$ cat src/assert_macros.svh
// Assertion macros shared by the RTL that checks itself.
// Every macro samples on clk and is disabled while rst_n is low.
`ifndef ASSERT_MACROS_SVH
`define ASSERT_MACROS_SVH

// Same-cycle implication.
`define ASSERT_IMP(lbl, ante, cons) \
  lbl: assert property (@(posedge clk) disable iff (!rst_n) (ante) |-> (cons)) \
    else $error("same-cycle implication failed");

// Next-cycle implication.
`define ASSERT_NEXT(lbl, ante, cons) \
  lbl: assert property (@(posedge clk) disable iff (!rst_n) (ante) |=> (cons)) \
    else $error("next-cycle implication failed");

`endif

$ cat src/owtr_pkg.sv
// Package for the 1-Wire temperature reader: config and result types,
// register indexes, reset values and the command byte table. No dependencies.
package owtr_pkg;

  localparam int CfgIdxW = 3;
  localparam int CfgDataW = 20;

  localparam logic [CfgIdxW-1:0] REG_RESET_LOW   = 3'd0;
  localparam logic [CfgIdxW-1:0] REG_PRES_TMO    = 3'd1;
  localparam logic [CfgIdxW-1:0] REG_GAP         = 3'd2;
  localparam logic [CfgIdxW-1:0] REG_SLOT        = 3'd3;
  localparam logic [CfgIdxW-1:0] REG_SAMPLE      = 3'd4;
  localparam logic [CfgIdxW-1:0] REG_RECOVERY    = 3'd5;
  localparam logic [CfgIdxW-1:0] REG_CONV_WAIT   = 3'd6;

  localparam logic [9:0]  RESET_LOW_DEF  = 10'd642;
  localparam logic [12:0] PRES_TMO_DEF   = 13'd6000;
  localparam logic [10:0] GAP_DEF        = 11'd1000;
  localparam logic [6:0]  SLOT_DEF       = 7'd68;
  localparam logic [4:0]  SAMPLE_DEF     = 5'd6;
  localparam logic [3:0]  RECOVERY_DEF   = 4'd1;
  localparam logic [19:0] CONV_WAIT_DEF  = 20'd750000;

  localparam logic [7:0] CMD_SKIP_ROM  = 8'hCC;
  localparam logic [7:0] CMD_CONVERT   = 8'h44;
  localparam logic [7:0] CMD_READ_PAD  = 8'hBE;

  typedef struct packed {
    logic [9:0]  reset_low_us;
    logic [12:0] presence_timeout_us;
    logic [10:0] after_reset_gap_us;
    logic [6:0]  slot_us;
    logic [4:0]  sample_us;
    logic [3:0]  recovery_us;
    logic [19:0] convert_wait_us;
  } owtr_cfg_t;

  typedef struct packed {
    logic               drive_low;
    logic               busy_res;
    logic               done_res;
    logic               no_presence;
    logic signed [15:0] raw_temperature;
  } owtr_res_t;

  // Command bytes in the order they go out on the bus.
  function automatic logic [7:0] cmd_byte(input logic [1:0] idx);
    logic [7:0] b;
    case (idx)
      2'd0:    b = CMD_SKIP_ROM;
      2'd1:    b = CMD_CONVERT;
      2'd2:    b = CMD_SKIP_ROM;
      default: b = CMD_READ_PAD;
    endcase
    return b;
  endfunction

endpackage

$ cat src/owtr_if.sv
// Valid/ready channel interfaces for the 1-Wire temperature reader.
// Input carries one tick item, output one result item. No dependencies.
interface owtr_in_if;
  logic valid;
  logic ready;
  logic start_req;
  logic line_in;
  modport source (output valid, start_req, line_in, input ready);
  modport sink   (input valid, start_req, line_in, output ready);
endinterface

interface owtr_out_if;
  logic               valid;
  logic               ready;
  logic               drive_low;
  logic               busy_res;
  logic               done_res;
  logic               no_presence;
  logic signed [15:0] raw_temperature;
  modport source (output valid, drive_low, busy_res, done_res, no_presence, raw_temperature,
                  input ready);
  modport sink   (input valid, drive_low, busy_res, done_res, no_presence, raw_temperature,
                  output ready);
endinterface

$ cat src/owtr_cfg.sv
// Timing register file of the 1-Wire temperature reader.
// Depends on owtr_pkg for register indexes, reset values and owtr_cfg_t.
module owtr_cfg import owtr_pkg::*; (
  input  logic                clk,
  input  logic                rst_n,
  input  logic                we,
  input  logic [CfgIdxW-1:0]  idx,
  input  logic [CfgDataW-1:0] wdata,
  output owtr_cfg_t           cfg
);

  owtr_cfg_t cfg_r;

  always_ff @(posedge clk) begin
    if (!rst_n) begin
      cfg_r.reset_low_us        <= RESET_LOW_DEF;
      cfg_r.presence_timeout_us <= PRES_TMO_DEF;
      cfg_r.after_reset_gap_us  <= GAP_DEF;
      cfg_r.slot_us             <= SLOT_DEF;
      cfg_r.sample_us           <= SAMPLE_DEF;
      cfg_r.recovery_us         <= RECOVERY_DEF;
      cfg_r.convert_wait_us     <= CONV_WAIT_DEF;
    end else if (we) begin
      case (idx)
        REG_RESET_LOW: cfg_r.reset_low_us        <= wdata[9:0];
        REG_PRES_TMO:  cfg_r.presence_timeout_us <= wdata[12:0];
        REG_GAP:       cfg_r.after_reset_gap_us  <= wdata[10:0];
        REG_SLOT:      cfg_r.slot_us             <= wdata[6:0];
        REG_SAMPLE:    cfg_r.sample_us           <= wdata[4:0];
        REG_RECOVERY:  cfg_r.recovery_us         <= wdata[3:0];
        REG_CONV_WAIT: cfg_r.convert_wait_us     <= wdata[19:0];
        default: ;
      endcase
    end
  end

  assign cfg = cfg_r;

endmodule

$ cat src/owtr_seq.sv
// Bus sequencer of the 1-Wire temperature reader: one step per tick item.
// Depends on owtr_pkg for owtr_cfg_t, owtr_res_t and the command table.
module owtr_seq import owtr_pkg::*; (
  input  logic      clk,
  input  logic      rst_n,
  input  logic      step,
  input  logic      start_req,
  input  logic      line_in,
  input  owtr_cfg_t cfg,
  output owtr_res_t res
);

  typedef enum logic [2:0] {
    PH_IDLE, PH_RST, PH_PRES, PH_GAP, PH_WSLOT, PH_RSLOT, PH_REC, PH_CONV
  } phase_t;

  phase_t      phase_r, phase_nxt;
  logic [19:0] timer_r, timer_nxt;
  logic [2:0]  bit_idx_r, bit_idx_nxt;
  logic [2:0]  byte_step_r, byte_step_nxt;
  logic [7:0]  shift_r, shift_nxt;
  logic [7:0]  low_hold_r, low_hold_nxt;
  logic [15:0] temp_hold_r, temp_hold_nxt;

  logic [20:0] tick_inc;
  logic [4:0]  sample_pt;
  logic [6:0]  rslot_end;
  logic        done, nop;
  logic        drive_nxt;

  assign tick_inc  = {1'b0, timer_r} + 21'd1;
  // sample point 0 falls on the driven tick, so it moves to 1
  assign sample_pt = (cfg.sample_us == 5'd0) ? 5'd1 : cfg.sample_us;
  // read slot is stretched past the sample point when needed
  assign rslot_end = (cfg.slot_us > 7'({2'b0, sample_pt} + 7'd1)) ? cfg.slot_us
                                                                  : 7'({2'b0, sample_pt} + 7'd1);

  always_comb begin
    phase_nxt     = phase_r;
    timer_nxt     = tick_inc[19:0];
    bit_idx_nxt   = bit_idx_r;
    byte_step_nxt = byte_step_r;
    shift_nxt     = shift_r;
    low_hold_nxt  = low_hold_r;
    temp_hold_nxt = temp_hold_r;
    done          = 1'b0;
    nop           = 1'b0;

    case (phase_r)
      PH_IDLE: begin
        timer_nxt = timer_r;
        if (start_req) begin
          byte_step_nxt = 3'd0;
          phase_nxt     = PH_RST;
          timer_nxt     = '0;
        end
      end
      PH_RST: begin
        if (tick_inc >= 21'(cfg.reset_low_us)) begin
          phase_nxt = PH_PRES;
          timer_nxt = '0;
        end
      end
      PH_PRES: begin
        if (!line_in) begin
          phase_nxt = PH_GAP;
          timer_nxt = '0;
        end else if (tick_inc >= 21'(cfg.presence_timeout_us)) begin
          byte_step_nxt = 3'd0;
          phase_nxt     = PH_IDLE;
          timer_nxt     = '0;
          done          = 1'b1;
          nop           = 1'b1;
        end
      end
      PH_GAP: begin
        if (tick_inc >= 21'(cfg.after_reset_gap_us)) begin
          bit_idx_nxt = 3'd0;
          timer_nxt   = '0;
          if (byte_step_r < 3'd4) begin
            shift_nxt = cmd_byte(byte_step_r[1:0]);
            phase_nxt = PH_WSLOT;
          end else begin
            shift_nxt = '0;
            phase_nxt = PH_RSLOT;
          end
        end
      end
      PH_WSLOT: begin
        if (tick_inc >= 21'(cfg.slot_us)) begin
          shift_nxt = {1'b0, shift_r[7:1]};
          phase_nxt = PH_REC;
          timer_nxt = '0;
        end
      end
      PH_RSLOT: begin
        if (timer_r == 20'(sample_pt)) shift_nxt = {line_in, shift_r[7:1]};
        if (tick_inc >= 21'(rslot_end)) begin
          phase_nxt = PH_REC;
          timer_nxt = '0;
        end
      end
      PH_REC: begin
        if (tick_inc >= 21'(cfg.recovery_us)) begin
          timer_nxt = '0;
          if (bit_idx_r != 3'd7) begin
            bit_idx_nxt = bit_idx_r + 3'd1;
            phase_nxt   = (byte_step_r < 3'd4) ? PH_WSLOT : PH_RSLOT;
          end else begin
            // byte finished: pick the next byte, the conversion wait or the end of the sequence
            bit_idx_nxt = 3'd0;
            case (byte_step_r)
              3'd0: begin
                byte_step_nxt = 3'd1;
                shift_nxt     = cmd_byte(2'd1);
                phase_nxt     = PH_WSLOT;
              end
              3'd1: begin
                byte_step_nxt = 3'd2;
                bit_idx_nxt   = bit_idx_r;
                phase_nxt     = PH_CONV;
              end
              3'd2: begin
                byte_step_nxt = 3'd3;
                shift_nxt     = cmd_byte(2'd3);
                phase_nxt     = PH_WSLOT;
              end
              3'd3: begin
                byte_step_nxt = 3'd4;
                shift_nxt     = '0;
                phase_nxt     = PH_RSLOT;
              end
              3'd4: begin
                low_hold_nxt  = shift_r;
                byte_step_nxt = 3'd5;
                shift_nxt     = '0;
                phase_nxt     = PH_RSLOT;
              end
              default: begin
                temp_hold_nxt = {shift_r, low_hold_r};
                byte_step_nxt = 3'd0;
                bit_idx_nxt   = bit_idx_r;
                phase_nxt     = PH_IDLE;
                done          = 1'b1;
              end
            endcase
          end
        end
      end
      PH_CONV: begin
        if (tick_inc >= 21'(cfg.convert_wait_us)) begin
          phase_nxt = PH_RST;
          timer_nxt = '0;
        end
      end
      default: begin
        phase_nxt = PH_IDLE;
        timer_nxt = '0;
      end
    endcase
  end

  always_ff @(posedge clk) begin
    if (!rst_n) begin
      phase_r     <= PH_IDLE;
      timer_r     <= '0;
      bit_idx_r   <= '0;
      byte_step_r <= '0;
      shift_r     <= '0;
      low_hold_r  <= '0;
      temp_hold_r <= '0;
    end else if (step) begin
      phase_r     <= phase_nxt;
      timer_r     <= timer_nxt;
      bit_idx_r   <= bit_idx_nxt;
      byte_step_r <= byte_step_nxt;
      shift_r     <= shift_nxt;
      low_hold_r  <= low_hold_nxt;
      temp_hold_r <= temp_hold_nxt;
    end
  end

  // drive level for the next tick follows the state being entered
  always_comb begin
    case (phase_nxt)
      PH_RST:   drive_nxt = 1'b1;
      PH_WSLOT: drive_nxt = (timer_nxt == '0) || !shift_nxt[0];
      PH_RSLOT: drive_nxt = (timer_nxt == '0);
      default:  drive_nxt = 1'b0;
    endcase
  end

  assign res = {drive_nxt, (phase_nxt != PH_IDLE), done, nop, temp_hold_nxt};

endmodule

$ cat src/one_wire_temperature_reader.sv
// Top level of the 1-Wire temperature reader: input register, sequencer,
// result register. Depends on owtr_pkg, owtr_if, owtr_cfg, owtr_seq, assert_macros.svh.
//
//   channel  dir  handshake      payload
//   in_ch    in   valid/ready    start_req, line_in (one microsecond tick)
//   out_ch   out  valid/ready    drive_low, busy_res, done_res, no_presence,
//                                raw_temperature
//   cfg_*    in   write enable   cfg_index, cfg_wdata (seven timing registers)
//
// One tick item enters per cycle while the output side does not stall; its result passes
// through the input register and the result register around the sequencer step.
// The sequencer state and the timer advance only when an item moves into the
// result register, so stalls on either side never skip or repeat a tick.
// Synchronous active-low reset puts the sequencer in idle and the timing
// registers at their defaults; no clearing pass.
`include "assert_macros.svh"

module one_wire_temperature_reader import owtr_pkg::*; (
  input  logic                clk,
  input  logic                rst_n,
  owtr_in_if.sink             in_ch,
  owtr_out_if.source          out_ch,
  input  logic                cfg_we,
  input  logic [CfgIdxW-1:0]  cfg_index,
  input  logic [CfgDataW-1:0] cfg_wdata
);

  logic      in_valid_r, in_start_r, in_line_r;
  logic      out_valid_r;
  owtr_res_t out_res_r;
  owtr_res_t res;
  owtr_cfg_t cfg;
  logic      adv;

  // item moves from the input register to the result register
  assign adv         = in_valid_r && (!out_valid_r || out_ch.ready);
  assign in_ch.ready = !in_valid_r || adv;

  always_ff @(posedge clk) begin
    if (!rst_n) begin
      in_valid_r <= 1'b0;
    end else if (in_ch.ready) begin
      in_valid_r <= in_ch.valid;
    end
  end

  always_ff @(posedge clk) begin
    if (in_ch.valid && in_ch.ready) begin
      in_start_r <= in_ch.start_req;
      in_line_r  <= in_ch.line_in;
    end
  end

  owtr_cfg u_cfg (
    .clk   (clk),
    .rst_n (rst_n),
    .we    (cfg_we),
    .idx   (cfg_index),
    .wdata (cfg_wdata),
    .cfg   (cfg)
  );

  owtr_seq u_seq (
    .clk       (clk),
    .rst_n     (rst_n),
    .step      (adv),
    .start_req (in_start_r),
    .line_in   (in_line_r),
    .cfg       (cfg),
    .res       (res)
  );

  always_ff @(posedge clk) begin
    if (!rst_n) begin
      out_valid_r <= 1'b0;
    end else if (adv) begin
      out_valid_r <= 1'b1;
    end else if (out_ch.ready) begin
      out_valid_r <= 1'b0;
    end
  end

  always_ff @(posedge clk) begin
    if (adv) out_res_r <= res;
  end

  assign out_ch.valid           = out_valid_r;
  assign out_ch.drive_low       = out_res_r.drive_low;
  assign out_ch.busy_res        = out_res_r.busy_res;
  assign out_ch.done_res        = out_res_r.done_res;
  assign out_ch.no_presence     = out_res_r.no_presence;
  assign out_ch.raw_temperature = out_res_r.raw_temperature;

  `ASSERT_NEXT(a_adv_fills_out, adv, out_valid_r)
  `ASSERT_IMP(a_nop_with_done, out_valid_r && out_res_r.no_presence, out_res_r.done_res)
  `ASSERT_IMP(a_done_not_busy, out_valid_r && out_res_r.done_res, !out_res_r.busy_res)
  `ASSERT_IMP(a_drive_when_busy, out_valid_r && out_res_r.drive_low, out_res_r.busy_res)

endmodule

$ cat src/flat_wrapper.sv
// flat-port wrapper written by rule: the top's interface ports become plain ports
module one_wire_temperature_reader_flat import owtr_pkg::*;
  (clk, rst_n, cfg_we, cfg_index, cfg_wdata, in_ch_valid, in_ch_start_req, in_ch_line_in, in_ch_ready, out_ch_valid, out_ch_drive_low, out_ch_busy_res, out_ch_done_res, out_ch_no_presence, out_ch_raw_temperature, out_ch_ready);
  owtr_in_if in_ch_i ();
  owtr_out_if out_ch_i ();
  input  logic clk;
  input  logic rst_n;
  input  logic cfg_we;
  input  logic [CfgIdxW-1:0] cfg_index;
  input  logic [CfgDataW-1:0] cfg_wdata;
  input wire logic [$bits(in_ch_i.valid)-1:0] in_ch_valid;
  input wire logic [$bits(in_ch_i.start_req)-1:0] in_ch_start_req;
  input wire logic [$bits(in_ch_i.line_in)-1:0] in_ch_line_in;
  output wire logic [$bits(in_ch_i.ready)-1:0] in_ch_ready;
  output wire logic [$bits(out_ch_i.valid)-1:0] out_ch_valid;
  output wire logic [$bits(out_ch_i.drive_low)-1:0] out_ch_drive_low;
  output wire logic [$bits(out_ch_i.busy_res)-1:0] out_ch_busy_res;
  output wire logic [$bits(out_ch_i.done_res)-1:0] out_ch_done_res;
  output wire logic [$bits(out_ch_i.no_presence)-1:0] out_ch_no_presence;
  output wire logic [$bits(out_ch_i.raw_temperature)-1:0] out_ch_raw_temperature;
  input wire logic [$bits(out_ch_i.ready)-1:0] out_ch_ready;
  assign in_ch_i.valid = in_ch_valid;
  assign in_ch_i.start_req = in_ch_start_req;
  assign in_ch_i.line_in = in_ch_line_in;
  assign in_ch_ready = in_ch_i.ready;
  assign out_ch_valid = out_ch_i.valid;
  assign out_ch_drive_low = out_ch_i.drive_low;
  assign out_ch_busy_res = out_ch_i.busy_res;
  assign out_ch_done_res = out_ch_i.done_res;
  assign out_ch_no_presence = out_ch_i.no_presence;
  assign out_ch_raw_temperature = out_ch_i.raw_temperature;
  assign out_ch_i.ready = out_ch_ready;
  one_wire_temperature_reader u_core (.clk(clk), .rst_n(rst_n), .in_ch(in_ch_i), .out_ch(out_ch_i), .cfg_we(cfg_we), .cfg_index(cfg_index), .cfg_wdata(cfg_wdata));
endmodule
$ cat config.mk
export PLATFORM = sky130hd
export DESIGN_NAME = one_wire_temperature_reader_flat
export DESIGN_NICKNAME = d
export VERILOG_FILES = /design/src/owtr_pkg.sv /design/src/owtr_if.sv /design/src/owtr_cfg.sv /design/src/owtr_seq.sv /design/src/one_wire_temperature_reader.sv /design/src/flat_wrapper.sv
export VERILOG_INCLUDE_DIRS = /design/src /design/src/src
export SDC_FILE = /design/constraint.sdc
export NUM_CORES = 1
export LEC_CHECK = 0
export ABC_AREA = 1
export BUFFER_PORTS_ARGS = -buffer_cell sky130_fd_sc_hd__buf_2
export CORE_MARGIN = 8
export CORE_UTILIZATION = 60
export CTS_BUF_LIST = sky130_fd_sc_hd__clkbuf_4 sky130_fd_sc_hd__clkbuf_8
export DETAILED_ROUTE_END_ITERATION = 10
export PLACE_DENSITY = 0.87
export SETUP_SLACK_MARGIN = 0.4
export SYNTH_ARGS = -nofsm -noshare
export SYNTH_HDL_FRONTEND = slang
export SYNTH_SLANG_ARGS = --single-unit
$ cat constraint.sdc
create_clock -name clk -period 4.95 [get_ports clk]
set_input_delay 0.99 -clock clk [delete_from_list [all_inputs] [get_ports clk]]
set_output_delay 0.99 -clock clk [all_outputs]
set_load 0.02 [all_outputs]
Word-level counts from Yosys, hierarchy flattened
Index checks and enable logic that the tools add are counted.
{"block": "classes", "add_sub_neg": 3, "multipliers": 0, "div_mod_pow": 0, "n_lt_le_gt_ge": 9, "eq_ne": 34, "shift": 0, "muxes": 59, "bitwise_logic": 1, "reduce_logical": 35}
{"operator": "20-bit two-way mux", "count": 9}
{"operator": "20-bit one-hot mux with 8 select lines", "count": 1}
{"operator": "16-bit two-way mux", "count": 4}
{"operator": "3-bit two-way mux", "count": 19}
{"operator": "8-bit two-way mux", "count": 6}
{"operator": "21-bit by 7-bit greater-or-equal comparator with 1-bit output", "count": 2}
{"operator": "8-bit one-hot mux with 4 select lines", "count": 1}
{"operator": "3-bit equality test, second input constant", "count": 10}
{"operator": "3-bit one-hot mux with 8 select lines", "count": 1}
{"operator": "8-bit one-hot mux with 3 select lines", "count": 1}
{"operator": "20-bit by 1-bit adder with 21-bit output, second input constant", "count": 1}
{"operator": "21-bit by 10-bit greater-or-equal comparator with 1-bit output", "count": 1}
{"operator": "21-bit by 11-bit greater-or-equal comparator with 1-bit output", "count": 1}
{"operator": "21-bit by 13-bit greater-or-equal comparator with 1-bit output", "count": 1}
{"operator": "21-bit by 20-bit greater-or-equal comparator with 1-bit output", "count": 1}
{"operator": "21-bit by 4-bit greater-or-equal comparator with 1-bit output", "count": 1}
{"operator": "20-bit by 5-bit equality test with 1-bit output", "count": 1}
{"operator": "20-bit logical NOT", "count": 1}
{"operator": "3-bit by 2-bit equality test with 1-bit output, second input constant", "count": 6}
{"operator": "3-bit one-hot mux with 3 select lines", "count": 2}
{"operator": "8-bit one-hot mux with 2 select lines", "count": 1}
{"operator": "3-bit one-hot mux with 5 select lines", "count": 1}
{"operator": "2-bit AND reduction", "count": 7}
{"operator": "3-bit by 1-bit equality test with 1-bit output, second input constant", "count": 4}
{"operator": "other kinds (32)", "count": 58}
{"block": "word_totals", "reg_bits": 155, "latchBits": 0, "mem_bits_rw": 0, "romBits": 0, "inputBits": 30, "out_inout_bits": 22, "elab_cells": 165, "memories": 0}

Longest topological paths before layout
Gate-level depths: netlist (run 1).
{"block": "logic_depth", "depth_word": 11, "mapped_depth": 34, "depth_no_buf": 33}

By module
From an unflattened synthesis (run 1), not the netlist that was laid out.
{"block": "hier_totals", "cells_unflattened": 1543, "hier_area_um2": 10373.7}
{"module": "owtr_seq", "n_inst": 1, "cells_per_inst": 1129, "area_per_inst_um2": 6899.1, "seq_area_each_um2": 1221.2}
{"module": "owtr_cfg", "n_inst": 1, "cells_per_inst": 379, "area_per_inst_um2": 2718.9, "seq_area_each_um2": 1401.3}
{"module": "one_wire_temperature_reader", "n_inst": 1, "cells_per_inst": 35, "area_per_inst_um2": 755.7, "seq_area_each_um2": 700.7}

Worst setup path before layout (run 1)
Ideal clock, no wire load.
{"block": "synth_timing", "path_kind": "register to register", "from": "register u_core.u_cfg.cfg_r (netlist bit u_core.u_cfg.cfg[25])", "to": "register u_core.out_res_r (netlist bit u_core.out_ch.drive_low) (data pin)", "setup_time_ps": 252, "t_arrival_ps": 3575, "t_required_ps": 4698, "slack_ps": 1123, "stages_incl_launch_ff": 31, "path_buffers": 1, "period_less_slack_ps": 3827, "cell_sequence": "dfxtp_1 nand2_1 nor2_1 inv_1 o21ai_0 nand2_1 ha_1 a21oi_1 nand2_1 a21oi_1 a21oi_1 nor2_1 clkbuf_1 o21ai_0 ha_1 a21oi_1 o21ai_0 nand2_1 a21oi_1 nor2_1 nand2_1 nor2_4 nand2_2 o21ai_2 inv_2 a31oi_2 nor2_2 nand2_1 nand2_1 nand2_1 nand2_1"}
{"element": "start: declaration", "line_no": "owtr_cfg.sv:12", "rtl": "owtr_cfg_t cfg_r;"}
{"element": "end signal: assignment", "line_no": "one_wire_temperature_reader.sv:84", "rtl": "if (adv) out_res_r <= res;"}
{"element": "end: declaration", "line_no": "one_wire_temperature_reader.sv:30", "rtl": "owtr_res_t out_res_r;"}

==> results of run 1 <==
[synth_stat cells, drive strengths merged, types with 3 or more instances]
master / count / area [um2]
nand2: 267 / 1070
inv: 249 / 935
nor2: 160 / 729
dfxtp: 133 / 2660
o21ai: 128 / 648
a21oi: 127 / 639
nand3: 90 / 465
ha: 81 / 1010
nand4: 61 / 397
o211ai: 40 / 300
clkbuf: 38 / 143
nor3: 26 / 146
edfxtp: 22 / 661
buf: 9 / 61.3
xor2: 9 / 78.8
a211oi: 5 / 37.5
clkinv: 3 / 11.3
nor4: 3 / 25.0
[routing by layer]
metal | share of wire | GRT usage | vias up
met1 | 0.43 | 0.353 | 4684
met2 | 0.45 | 0.432 | 459
met5 | 0.00044 | 0 | -
met4 | 0.036 | 0.122 | 2
met3 | 0.090 | 0.0591 | 91
li1 | - | - | 5032
[what timing repair did]
action,4_1_cts,5_1_grt
endpoints found under the hold margin,0,0
resized for setup,0,8
setup endpoints to repair,0,8
[cell families (layout without fill, tap and decap cells)]
| logic type | Yosys count | after routing | share of synthesized area |
|---|---|---|---|
| flip-flops | 155 | 155 | 0.324 |
| AND/OR/NAND/NOR | 614 | 615 | 0.281 |
| XOR/XNOR | 10 | 10 | 0.00853 |
| buffers and inverters | 299 | 357 | 0.112 |
| adder cells (fa/ha/maj) | 81 | 81 | 0.0987 |
| AO/OA/AOI/OAI | 319 | 319 | 0.176 |
[path summary, 6_finish.rpt]
path	startpoint	end	slack, ns
max	u_core.u_seq.timer_r[2]$_SDFFE_PN0P_	u_core.out_ch.drive_low$_DFFE_PP_	0.77
min	u_core.u_seq.low_hold_r[5]$_SDFFE_PN0P_	u_core.u_seq.low_hold_r[5]$_SDFFE_PN0P_	0.45
max reg2reg	u_core.u_seq.timer_r[2]$_SDFFE_PN0P_	u_core.out_ch.drive_low$_DFFE_PP_	0.77
min reg2reg	u_core.u_seq.low_hold_r[5]$_SDFFE_PN0P_	u_core.u_seq.low_hold_r[5]$_SDFFE_PN0P_	0.45
[tightest hold or removal path: stages (launching register included)]
cell,delay [ns]
dfxtp_1,0.32
inv_1,0.05
a21oi_1,0.05
[registers in the layout, summed over array words and instances, names as in the netlist]
name and flops:
u_core.out_ch.done_res 1, u_core.in_valid_r 1, u_core.in_start_r 1, u_core.in_line_r 1, u_core.u_seq.bit_idx_r 3, u_core.u_seq.temp_hold_r 16, u_core.out_ch.drive_low 1, u_core.out_ch.valid 1
u_core.u_seq.phase_r 3, u_core.out_ch.no_presence 1, u_core.u_seq.low_hold_r 8, u_core.u_seq.byte_step_r 3, u_core.u_seq.shift_r 8, u_core.out_ch.raw_temperature 16, u_core.u_seq.timer_r 20, u_core.out_ch.busy_res 1
u_core.u_cfg.cfg 70
[cell type report]
| type | count | area [um2] | share of cell area |
|---|---|---|---|
| repair buffers | 72 | 413 | 0.0369 |
| inverters | 252 | 950 | 0.0848 |
| clock inverters | 15 | 170 | 0.0152 |
| multi-input cells | 1025 | 5810 | 0.519 |
| clock buffers | 17 | 234 | 0.0209 |
| well taps | 225 | 282 | 0.0251 |
| repair inverters | 1 | 7.51 | 0.000671 |
| flip-flops and latches | 155 | 3330 | 0.297 |
[layout by cell type (no fill, tap or decap), types with 5 or more instances in the layout]
cell type and instances:
a211oi_1 5, a21oi_1 126, buf_2 51, buf_4 21, clkbuf_8 17, dfxtp_1 131
edfxtp_1 22, ha_1 81, inv_1 233, inv_2 15, nand2_1 249, nand2_2 13
nand2_4 5, nand3_1 86, nand4_1 60, nor2_1 134, nor2_2 14, nor2_4 12
nor3_1 24, o211ai_1 40, o21ai_0 93, o21ai_1 33, xor2_1 9
[power by group]
part           internal, W  switching (W)  leakage, nW
Clock             0.000383       0.000587        0.201
Combinational     0.000204       0.000444         3.81
Sequential         0.00133      0.0000428         1.30
Total              0.00192        0.00107         5.30
[through the flow]
step                hold WS (ns)  utilization
finish                     0.450        0.659
global route               0.472        0.659
CTS                        0.451        0.657
detailed placement         0.437        0.633
global placement           0.433        0.633
floorplan                  0.424            -
==> metrics.txt, run 1 <==
Antenna Cells=0; Post-synth EDFFs=22; CP top delay family=simple AND/OR/NAND/NOR gates; First-pass DRT Iterations=6; type of element launching the critical path=flop; Mapped Avg Cell Area=6.94 um2; hpwl dp=21,700 um; Max rail drop VDD=157 uV; Core ar.=17,000 um2; Sink Count=155; vias per inst=5.83; wire per inst=16.8 um; Ports=52; WL final=29,600 um; Mapped Cells=1,478; Max-cap violations=0; DP Area=10,800 um2; Slew @ Worst Pin=1.23 ns; Critical Path, Cell by Cell=nand2_1, nor2_2, nand3_2, xor2_1, inv_1, ha_1, nand2_1, nor2_1, nand2_1, o21ai_0, nor2_1, nand3_2, clkinvlp_4, nand4_1, nand3_1, nor3_1, nand3_1, nor2_1, nand3_1, nand2_1, nand2_1, nand2_1; via count=10,268; leakage power=5.30 nW; post-CTS setup buffers=0; IO Port Bufs=51; Layout Nets=1,635; grt ovf=0; CTS Buf Count=17; worst-path maximum fanout=8; Fin. Hold Viols=0; final instance area=11,200 um2; worst hold path depth=2; final std cells w/o fill=1,762; Setup Skew=0.0170 ns; Post-CTS Hold Buffers=0; CTS tree=built; DRC viols=0; initial core utilization=0.604; status=completed; dpl cells=1,728; Rel. slew slack=0.172; Primary FF master, synth=dfxtp_1; post-route ant nets=0; GRT Resource Usage Total=0.274; worst hold path class=flop to flop; Tcrit/Tclk final=0.845; sequential fraction of the synthesis area=0.324; Peak Freq=0.239 GHz; CP Capture Type=flop; Die Ht=147 um; largest net degree at the start of global routing=62; Post-Syn Area=10,300 um2; Root Buffer=clkbuf_8; R2R depth=22; total of warnings raised by yosys=0; pre-CTS setup slack=0.574 ns; vias in the first global route=9,573; unrepaired setup endpoints after global routing=false; FF+latch count, synth=155; Worst Path Required=5.30 ns; layout overhead on the synthesized area=9.08%; Worst Path Buf+Inv=2; CP peak stage delay=0.58 ns; GPL Wtd Cong=0.977; setup total negative slack=0 ns; Levels on crit path=22; Pwr Density=268 nW/um2; setup violators final=0; fraction of layout cells with a size suffix above 1=0.120; fillcell total=1,461; final worst setup slack=0.766 ns; die width=147 um; Tot Pwr=0.00300 W; worst skew pair latency=0.48 ns; max-slew violation count=0; Async SR Flop Fraction=0; Arr. time, crit path=4.54 ns; count of cell types in the netlist=56; first-pass GRT wire length=48,100 um; Longest Clk Path Bufs=2; initial antenna violation count=1; H-tree levels=4; initial DRC count=961; Reg clk slew, reported paths=0.10 ns; most frequent cell on the critical path=nand2_1; Rows=48; Mapped Nets=1,589; CP Class=flop to flop; die area=21,500 um2; Worst path slowest cell=dfxtp_1; Final min period=4.18 ns
No activity file was read; power rests on OpenSTA's default activity.
==> run 2: changes to the inputs <==
==> constraint.sdc (replaced) <==
create_clock -name clk -period 4.05 [get_ports clk]
set_input_delay 0.81 -clock clk [delete_from_list [all_inputs] [get_ports clk]]
set_output_delay 0.81 -clock clk [all_outputs]
set_load 0.02 [all_outputs]
==> metrics.txt, run 2 (synthesis results as in run 1) <==
status=completed (unchanged); Root Buffer=clkbuf_8 (unchanged); max FFs per register=70 (unchanged); CP Capture Type=flop (unchanged); Worst path slowest cell=dfxtp_2 (was dfxtp_1); fillcell total=1,320 (was 1,461); Antenna Cells=0 (unchanged); CP peak stage delay=0.37 ns (was 0.58 ns); worst-path maximum fanout=6 (was 8); Pwr Density=320 nW/um2 (was 268 nW/um2); Core ar.=17,000 um2 (unchanged); initial antenna violation count=0 (was 1); Die Ht=147 um (unchanged); DP Area=11,000 um2 (was 10,800 um2); worst skew pair latency=0.49 ns (was 0.48 ns); Worst Path Required=4.26 ns (was 5.30 ns); Layout Nets=1,685 (was 1,635); max-slew violation count=0 (unchanged); CTS Buf Count=17 (unchanged); hpwl dp=21,700 um (about the same); CP Class=flop to flop (unchanged); Tot Pwr=0.00377 W (was 0.00300 W); pre-CTS setup slack=0.0685 ns (was 0.574 ns); via count=10,585 (was 10,268); Peak Freq=0.251 GHz (was 0.239 GHz); die area=21,500 um2 (unchanged); Fin. Hold Viols=0 (unchanged); die width=147 um (unchanged); first-pass GRT wire length=49,200 um (was 48,100 um); Tcrit/Tclk final=0.985 (was 0.845); worst hold path class=flop to flop (unchanged); Top Metal Used=met4 (was met5); Arr. time, crit path=4.20 ns (was 4.54 ns); initial DRC count=1,019 (was 961); unrepaired setup endpoints after global routing=true (was false); area of the multi-input gates=6020 um2 (was 5810 um2); Slew @ Worst Pin=0.888 ns (was 1.23 ns); vias per inst=5.84 (was 5.83); register area=3340 um2 (was 3330 um2); WL final=30,700 um (was 29,600 um); dpl cells=1,751 (was 1,728); type of element launching the critical path=flop (unchanged); vias in the first global route=9,848 (was 9,573); CTS tree=built (unchanged); DRC viols=0 (unchanged); Ports=52 (unchanged); largest net degree at the start of global routing=90 (was 62); fraction of layout cells with a size suffix above 1=0.181 (was 0.120); Final min period=3.99 ns (was 4.18 ns); final instance area=11,800 um2 (was 11,200 um2); Rows=48 (unchanged); final std cells w/o fill=1,812 (was 1,762); DRT met1 WL=12,800 um (was 12,600 um); setup total negative slack=0 ns (unchanged); IO Port Bufs=51 (unchanged); First-pass DRT Iterations=8 (was 6); DR WL met2=13,700 um (was 13,200 um); H-tree levels=4 (unchanged); Reg clk slew, reported paths=0.10 ns (about the same); leakage power=5.62 nW (was 5.30 nW); setup violators final=0 (unchanged); Sink Count=155 (unchanged); post-route ant nets=0 (unchanged); Max rail drop VDD=224 uV (was 157 uV); GRT Resource Usage Total=0.280 (was 0.274); final worst setup slack=0.0598 ns (was 0.766 ns); Setup Skew=0.0192 ns (was 0.0170 ns); most frequent cells in the layout=nand2_1, inv_1, nor2_1 (unchanged); wire per inst=17.0 um (was 16.8 um); metal3 WL=2950 um (was 2670 um); GPL Wtd Cong=1.00 (was 0.977); layout overhead on the synthesized area=15.0% (was 9.08%); Longest Clk Path Bufs=2 (unchanged); Rel. slew slack=0.408 (was 0.172); initial core utilization=0.604 (unchanged); grt ovf=0 (unchanged); Max-cap violations=0 (unchanged); commonest non-fill, non-tap cell in the layout=nand2_1 (unchanged)
==> run 2: cell types whose count changed in the layout (fill, tap and decap cells not counted), moves of 5 or more <==
| cell | before | now |
|---|---|---|
| nand2_1 | 249 | 239 |
| a21oi_1 | 126 | 121 |
| inv_2 | 15 | 20 |
| dfxtp_2 | 2 | 12 |
| dfxtp_1 | 131 | 121 |
| nand2_2 | 13 | 22 |
| o21ai_0 | 93 | 81 |
| a21oi_2 | 1 | 6 |
| o21ai_2 | 2 | 10 |
| buf_4 | 21 | 70 |
==> run 2: report_power, final <==
part	leakage [nW]	internal [W]	switching (W)	total, W
sequential	1.30	0.00163	0.0000519	0.00168
clock	0.206	0.000472	0.000734	0.00121
combinational	4.12	0.000306	0.000575	0.000881
total	5.62	0.00241	0.00136	0.00377
==> run 2: stage by stage <==
step	utilization	hold slack, ns
finish	0.694	0.449
global route	0.694	0.481
CTS	0.680	0.452
detailed placement	0.645	0.439
global placement	0.645	0.434
floorplan	-	0.424
==> run 2: cell type report <==
type	instances	share of cell area
well taps	225	0.0239
inverters	252	0.0802
clock buffers	17	0.0198
repair buffers	124	0.0690
multi-input cells	1024	0.510
clock inverters	15	0.0141
flip-flops and latches	155	0.283
==> run 2: per-layer routing <==
metal / track usage / vias up
li1: - / 5126
met1: 0.363 / 4782
met2: 0.439 / 551
met3: 0.0600 / 126
met4: 0.123 / 0
met5: 0 / -
==> run 2: worst max-delay path: cells and delay by family, from the launching register on <==
| family | cells | cell delay [ns] |
|---|---|---|
| compound gates | 8 | 1.00 |
| flops | 1 | 0.37 |
| buf+inv | 5 | 0.56 |
| simple gates | 13 | 1.30 |
| fa+ha+maj | 2 | 0.47 |
==> run 2: path summary, 6_finish.rpt <==
check | start | end | slack (ns) | cells after the start
worst max-delay path | u_core.u_cfg.cfg[24]$_SDFFE_PN0P_ | u_core.out_ch.busy_res$_DFFE_PP_ | 0.06 | 28
worst min-delay path | u_core.u_seq.low_hold_r[2]$_SDFFE_PN0P_ | u_core.u_seq.low_hold_r[2]$_SDFFE_PN0P_ | 0.45 | 2
worst max register to register | u_core.u_cfg.cfg[24]$_SDFFE_PN0P_ | u_core.out_ch.busy_res$_DFFE_PP_ | 0.06 | 28
worst min register to register | u_core.u_seq.low_hold_r[2]$_SDFFE_PN0P_ | u_core.u_seq.low_hold_r[2]$_SDFFE_PN0P_ | 0.45 | 2
==> run 2: repair_timing <==
item	4_1_cts	5_1_grt
hold buffers	0	0
gates cloned	1	0
setup endpoints to repair	8	28
pin swaps	13	20
buffers inserted	20	8
gates resized for setup	20	54
